[src/rtl/core/ubxfr_pkg.sv]
package ubxfr_pkg;

  localparam logic [7:0]  SYNC_FIRST      = 8'hB5;
  localparam logic [7:0]  SYNC_SECOND     = 8'h62;
  localparam logic [15:0] MAX_LEN_RESET   = 16'd256;

  // header byte positions after the sync pair
  localparam logic [1:0]  HDR_CLASS       = 2'd0;
  localparam logic [1:0]  HDR_ID          = 2'd1;
  localparam logic [1:0]  HDR_LEN_LO      = 2'd2;
  localparam logic [1:0]  HDR_LEN_HI      = 2'd3;

  localparam int unsigned OUT_DATA_W      = 64;

  typedef struct packed {
    logic        length_rejected;
    logic [15:0] msg_length;
    logic [7:0]  msg_id;
    logic [7:0]  msg_class;
    logic        checksum_ok;
    logic        frame_done;
    logic [15:0] payload_index;
    logic [7:0]  payload_byte;
    logic        payload_valid;
  } result_t;

  // tdata layout from bit 0: payload_byte, payload_index, frame_done,
  // checksum_ok, msg_class, msg_id, msg_length, length_rejected, zero fill
  function automatic logic [OUT_DATA_W-1:0] pack_data(input result_t r);
    pack_data = {5'd0, r.length_rejected, r.msg_length, r.msg_id, r.msg_class,
                 r.checksum_ok, r.frame_done, r.payload_index, r.payload_byte};
  endfunction

endpackage

[src/rtl/core/ubx_frame_receiver_unit.sv]
// Frame receiver for the UBX serial protocol. One received byte enters per word on the
// slave stream, and exactly one result word leaves per input byte, registered, on
// the master stream. The block hunts for the sync pair B5 62, captures class, id and the
// little-endian length, streams payload bytes with their index and checks the two
// Fletcher-8 checksum bytes, flagging frame_done and checksum_ok on the last one.
// Throughput is one byte per clock while skid_valid is low; the state update and both
// 8-bit sum adds sit between the input and the result register. A two-deep output
// (result plus skid register) lets a byte be taken while a result waits downstream.
// Lengths at or above max_len (256 after reset) drop the frame and restart the hunt.
// Write max_len via cfg_wr_en and cfg_wr_data only while idle; not enforced here.
module ubx_frame_receiver_unit
  import ubxfr_pkg::*;
(
  input  logic                  clk,
  input  logic                  rst,
  input  logic                  cfg_wr_en,
  input  logic [15:0]           cfg_wr_data,
  input  logic                  s_axis_tvalid,
  output logic                  s_axis_tready,
  input  logic [7:0]            s_axis_tdata,   // rx_byte
  output logic                  m_axis_tvalid,
  input  logic                  m_axis_tready,
  // payload_byte, payload_index, frame_done, checksum_ok, msg_class, msg_id,
  // msg_length, length_rejected
  output logic [OUT_DATA_W-1:0] m_axis_tdata,
  output logic                  m_axis_tuser    // payload_valid
);

  typedef enum logic [1:0] {
    PH_HUNT    = 2'd0,
    PH_HEADER  = 2'd1,
    PH_PAYLOAD = 2'd2,
    PH_CHECK   = 2'd3
  } phase_t;

  phase_t      phase, phase_next;
  logic [15:0] max_len;
  logic [15:0] byte_counter, byte_counter_next;
  logic [7:0]  sum_a, sum_a_next;
  logic [7:0]  sum_b, sum_b_next;
  logic [7:0]  frame_class, frame_class_next;
  logic [7:0]  frame_id, frame_id_next;
  logic [15:0] frame_length, frame_length_next;
  logic        first_check_ok, first_check_ok_next;

  result_t     res;
  result_t     out_reg;
  result_t     skid;
  logic        skid_valid;
  logic        in_accept;
  logic        out_pop;
  logic [7:0]  b;
  logic [7:0]  acc_a;
  logic [15:0] cnt_inc;

  assign b             = s_axis_tdata;
  assign s_axis_tready = !skid_valid;
  assign in_accept     = s_axis_tvalid && s_axis_tready;
  assign out_pop       = !m_axis_tvalid || m_axis_tready;
  assign acc_a         = sum_a + b;
  assign cnt_inc       = byte_counter + 16'd1;

  always_comb begin
    phase_next          = phase;
    byte_counter_next   = byte_counter;
    sum_a_next          = sum_a;
    sum_b_next          = sum_b;
    frame_class_next    = frame_class;
    frame_id_next       = frame_id;
    frame_length_next   = frame_length;
    first_check_ok_next = first_check_ok;
    res                 = '0;

    unique case (phase)
      PH_HUNT: begin
        if (byte_counter[0] == 1'b0 && b == SYNC_FIRST) begin
          byte_counter_next = 16'd1;
        end else if (byte_counter[0] == 1'b1 && b == SYNC_SECOND) begin
          byte_counter_next = '0;
          phase_next        = PH_HEADER;
          sum_a_next        = '0;
          sum_b_next        = '0;
          frame_class_next  = '0;
          frame_id_next     = '0;
          frame_length_next = '0;
        end else begin
          // mismatch restarts the hunt; this byte is not retried as B5
          byte_counter_next = '0;
        end
      end
      PH_HEADER: begin
        sum_a_next        = acc_a;
        sum_b_next        = sum_b + acc_a;
        byte_counter_next = {14'd0, byte_counter[1:0] + 2'd1};
        unique case (byte_counter[1:0])
          HDR_CLASS:  frame_class_next = b;
          HDR_ID:     frame_id_next = b;
          HDR_LEN_LO: frame_length_next = {frame_length[15:8], b};
          HDR_LEN_HI: begin
            frame_length_next = {b, frame_length[7:0]};
            byte_counter_next = '0;
            if ({b, frame_length[7:0]} >= max_len) begin
              phase_next          = PH_HUNT;
              res.length_rejected = 1'b1;
            end else if ({b, frame_length[7:0]} == 16'd0) begin
              phase_next = PH_CHECK;
            end else begin
              phase_next = PH_PAYLOAD;
            end
          end
          default: ;
        endcase
      end
      PH_PAYLOAD: begin
        res.payload_valid = 1'b1;
        res.payload_byte  = b;
        res.payload_index = byte_counter;
        sum_a_next        = acc_a;
        sum_b_next        = sum_b + acc_a;
        if (cnt_inc == frame_length) begin
          byte_counter_next = '0;
          phase_next        = PH_CHECK;
        end else begin
          byte_counter_next = cnt_inc;
        end
      end
      PH_CHECK: begin
        if (byte_counter == 16'd0) begin
          first_check_ok_next = (b == sum_a);
          byte_counter_next   = 16'd1;
        end else begin
          res.frame_done    = 1'b1;
          res.checksum_ok   = first_check_ok && (b == sum_b);
          byte_counter_next = '0;
          phase_next        = PH_HUNT;
        end
      end
      default: ;
    endcase

    res.msg_class  = frame_class_next;
    res.msg_id     = frame_id_next;
    res.msg_length = frame_length_next;
  end

  always_ff @(posedge clk) begin
    if (rst) begin
      max_len        <= MAX_LEN_RESET;
      phase          <= PH_HUNT;
      byte_counter   <= '0;
      sum_a          <= '0;
      sum_b          <= '0;
      frame_class    <= '0;
      frame_id       <= '0;
      frame_length   <= '0;
      first_check_ok <= 1'b0;
      m_axis_tvalid  <= 1'b0;
      skid_valid     <= 1'b0;
    end else begin
      if (cfg_wr_en) begin
        max_len <= cfg_wr_data;
      end
      if (in_accept) begin
        phase          <= phase_next;
        byte_counter   <= byte_counter_next;
        sum_a          <= sum_a_next;
        sum_b          <= sum_b_next;
        frame_class    <= frame_class_next;
        frame_id       <= frame_id_next;
        frame_length   <= frame_length_next;
        first_check_ok <= first_check_ok_next;
      end
      if (out_pop) begin
        if (skid_valid) begin
          out_reg    <= skid;
          skid_valid <= 1'b0;
          m_axis_tvalid <= 1'b1;
        end else begin
          out_reg       <= res;
          m_axis_tvalid <= in_accept;
        end
      end else if (in_accept) begin
        // result register is stalled: park the word
        skid       <= res;
        skid_valid <= 1'b1;
      end
    end
  end

  assign m_axis_tdata = pack_data(out_reg);
  assign m_axis_tuser = out_reg.payload_valid;

  a_skid_behind_out: assert property (@(posedge clk) disable iff (rst)
    skid_valid |-> m_axis_tvalid)
    else $error("skid word held with empty result register");

  a_done_not_payload: assert property (@(posedge clk) disable iff (rst)
    m_axis_tvalid |-> !(out_reg.payload_valid && out_reg.frame_done))
    else $error("payload and frame end flagged on one word");

  a_ok_needs_done: assert property (@(posedge clk) disable iff (rst)
    (m_axis_tvalid && out_reg.checksum_ok) |-> out_reg.frame_done)
    else $error("checksum_ok without frame_done");

  a_reject_to_hunt: assert property (@(posedge clk) disable iff (rst)
    (in_accept && res.length_rejected) |=> (phase == PH_HUNT && byte_counter == 16'd0))
    else $error("rejected length did not restart the hunt");

endmodule
[config.mk]
export PLATFORM = sky130hd
export DESIGN_NAME = ubx_frame_receiver_unit
export DESIGN_NICKNAME = d
export VERILOG_FILES = /design/src/rtl/core/ubxfr_pkg.sv /design/src/rtl/core/ubx_frame_receiver_unit.sv
export SDC_FILE = /design/constraint.sdc
export NUM_CORES = 1
export LEC_CHECK = 0
export BUFFER_PORTS_ARGS = -buffer_cell sky130_fd_sc_hd__clkbuf_2
export CORE_ASPECT_RATIO = 1.25
export CORE_UTILIZATION = 55
export DETAILED_ROUTE_END_ITERATION = 8
export GPL_ROUTABILITY_DRIVEN = 0
export PLACE_DENSITY_LB_ADDON = 0.12
export SYNTH_ARGS = -nofsm -noshare
export SYNTH_HDL_FRONTEND = slang
export SYNTH_SLANG_ARGS = --single-unit
[constraint.sdc]
create_clock -name clk -period 8.6 [get_ports clk]
set_input_delay 1.72 -clock clk [delete_from_list [all_inputs] [get_ports clk]]
set_output_delay 1.72 -clock clk [all_outputs]
set_load 0.05 [all_outputs]
==> flow_metrics.env <==
export IMPL_status="complete, no violations"
export IMPL_layout_drive_gt1_share_pct=19.7
export IMPL_seq_area_frac_synth_pct=51.9
export IMPL_yosysUniqueCellTypes=73
export IMPL_final_cells=1222
export IMPL_ctsResizeCount=0
export IMPL_yosysWarnings=0
export IMPL_start_kind="primary input"
export IMPL_clock_skew_ns=0.0174
export IMPL_cts_hold_buf=0
export IMPL_hold_class="flop to flop"
export IMPL_async_flop_share_pct=0
export IMPL_crit_path_end_kind="flop"
export IMPL_synth_area_um2=10200
export IMPL_area_growth_pct=11.2
export IMPL_n_antenna_cell=0
export IMPL_postCtsSetupBuffers=0
export IMPL_cp_arrival_ns=4.78
export IMPL_clkSlewWorstSetupHoldPaths_ns=0.06
export IMPL_clockBufferDepth=3
export IMPL_final_nets=1051
export IMPL_start_util_pct=56.2
export IMPL_finalCriticalPeriod_ns=4.37
export IMPL_grt_pass1_vias=6814
export IMPL_maxCapViolCount=0
export IMPL_hpwl_mm=15.8
export IMPL_final_cell_mix="120 x edfxtp_1, 90 x clkbuf_2, 88 x nor2_1, 85 x dfxtp_1, 48 x a22oi_1"
export IMPL_synth_avg_cell_area_um2=11.0
export IMPL_cts_max_level=1
export IMPL_die_height_um=154
export IMPL_clock_sinks=205
export IMPL_cts_tree="built"
export IMPL_synth_edf_count=120
export IMPL_wl_per_cell_um=19.0
export IMPL_fillerInstances=1525
export IMPL_grt_pass1_wl_mm=37.0
export IMPL_fin_crit_sh_pct=50.8
export IMPL_worstSetupPathType="primary input to flop"
export IMPL_ios=96
export IMPL_vias=7294
export IMPL_hold_violations=0
export IMPL_dp_cells=1186
export IMPL_numCtsBuffers=20
export IMPL_powerDensity_nw_per_um2=183
export IMPL_clock_fmax_mhz=229
export IMPL_wl_mm=23.3
export IMPL_grt_use_total_pct=25.0
export IMPL_synth_ff_type="edfxtp_1"
export IMPL_detail_route_antenna_nets=0
export IMPL_io_buffers=90
export IMPL_root_buffer="clkbuf_16"
export IMPL_die_area_um2=19100
export IMPL_rsz0062_at_grt="false"
export IMPL_first_iter_violations=528
export IMPL_p_leak_nw=4.46
export IMPL_ys_ff_latch=205
export IMPL_slew_viol_final=0
export IMPL_antenna_found_initial=0
export IMPL_grt_ovfl_total=0
export IMPL_firstDrtPassIters=6
export IMPL_die_w_um=124
export IMPL_rows=55
export IMPL_fin_tns_setup_ns=0
export IMPL_finalSetupViolCount=0
export IMPL_drc=0
export IMPL_worst_pin_slew_ns=1.25
export IMPL_syn_inst=925
export IMPL_core_um2=18200
export IMPL_routed_via_density=5.97
export IMPL_ir_drop_mv=0.164
export IMPL_cp_max_fo=9
export IMPL_clk_latency_ns=0.50
export IMPL_grt_max_degree=72
export IMPL_slew_headroom_pct=16.0
export IMPL_final_common_cell="edfxtp_1"
export IMPL_crit_required_ns=9.01
## Yosys cell counts, types with 9 or more instances
cell / number / share of area (%)
a22oi_1: 48 / 3.5
o21ai_1: 9 / 0.44
o31ai_1: 9 / 0.66
a21o_1: 14 / 1.0
o21ai_0: 18 / 0.88
dfxtp_1: 85 / 17
nor2_1: 88 / 3.2
nor3_1: 15 / 0.73
ha_1: 40 / 4.9
nand3_1: 25 / 1.2
a22o_1: 32 / 2.7
nand2b_1: 11 / 0.67
buf_4: 11 / 0.81
a21oi_1: 29 / 1.4
edfxtp_1: 120 / 35
mux2_2: 47 / 5.2
mux2i_1: 19 / 1.9
inv_1: 48 / 1.8
clkbuf_1: 47 / 1.7
nand4_1: 10 / 0.61
xor2_1: 11 / 0.94
and2_1: 24 / 1.5
xnor2_1: 32 / 2.7
nand2_1: 41 / 1.5
## report_power, final
group / internal [mW] / switching, mW
clock: 0.510 / 0.357
sequential: 1.06 / 0.00709
combinational: 0.0371 / 0.114
## path summary, 6_finish.rpt
check                       start        endpoint  slack, ns  depth (start not counted)
setup / recovery  s_axis_tdata[0]        sum_b[7]       4.23                         14
hold / removal     first_check_ok  first_check_ok       0.46                          2
setup reg to reg  byte_counter[0]        phase[0]       5.23                         10
hold reg to reg    first_check_ok  first_check_ok       0.46                          2
## state kept, by name (all words and copies together) (netlist names), named ones only
signal          count
frame_id            8
byte_counter       16
first_check_ok      1
frame_length       16
m_axis_tuser        1
m_axis_tdata       59
phase               1
sum_b               8
frame_class         8
skid_valid          1
max_len            16
sum_a               8
m_axis_tvalid       1
skid               60
## metrics by stage
| step | hold WS (ns) | instance area (um^2) | power (mW) | utilization, % | worst slack [ns] |
|---|---|---|---|---|---|
| floorplan | 0.437 | 10200 | 1.20 | - | 1.83 |
| global placement | 0.446 | 10700 | 1.23 | 59.0 | 3.84 |
| detailed placement | 0.453 | 10700 | 1.24 | 59.0 | 3.78 |
| CTS | 0.461 | 11400 | 2.10 | 62.5 | 4.28 |
| global route | 0.498 | 11400 | 2.15 | 62.5 | 4.00 |
| finish | 0.458 | 11400 | 2.08 | 62.5 | 4.23 |
## layer usage
metal / vias to the layer above / wire [um] / GRT usage (%)
met2: 253 / 10400 / 38.6
met3: 74 / 1410 / 3.28
met4: 0 / 806 / 9.18
met1: 3496 / 10700 / 35.9
li1: 3471 / - / -
met5: - / 0 / 0
## cell type report
type | instances | area, um^2 | area share [%]
Sequential cell | 205 | 5310 | 46.7
Clock buffer | 30 | 559 | 4.92
Clock inverter | 6 | 78.8 | 0.694
Inverter | 50 | 188 | 1.65
Multi-Input combinational cell | 604 | 4430 | 39.0
Timing Repair Buffer | 99 | 518 | 4.56
Tap cell | 228 | 285 | 2.51
## kinds of logic after synthesis
family                   Yosys count  synth area share (%)
flip-flops                       205                  51.9
AND/OR/NAND/NOR                  258                  13.2
adder cells (fa/ha/maj)           42                  5.29
buffers and inverters            120                  4.95
XOR/XNOR                          44                  3.85
multiplexers                      66                  7.04
AO/OA/AOI/OAI                    189                  13.7
other                              1                0.0367
## critical path, cell delays in order
cell	delay [ns]
clkbuf_2	0.22
ha_1	0.29
fa_1	0.40
a21o_1	0.17
a21oi_1	0.23
o21bai_1	0.09
a21oi_1	0.18
xnor2_1	0.17
ha_1	0.31
a21oi_1	0.14
o21ai_0	0.11
xnor2_1	0.15
or3b_2	0.45
a31oi_1	0.13
Power figures use the tool's default switching activity.
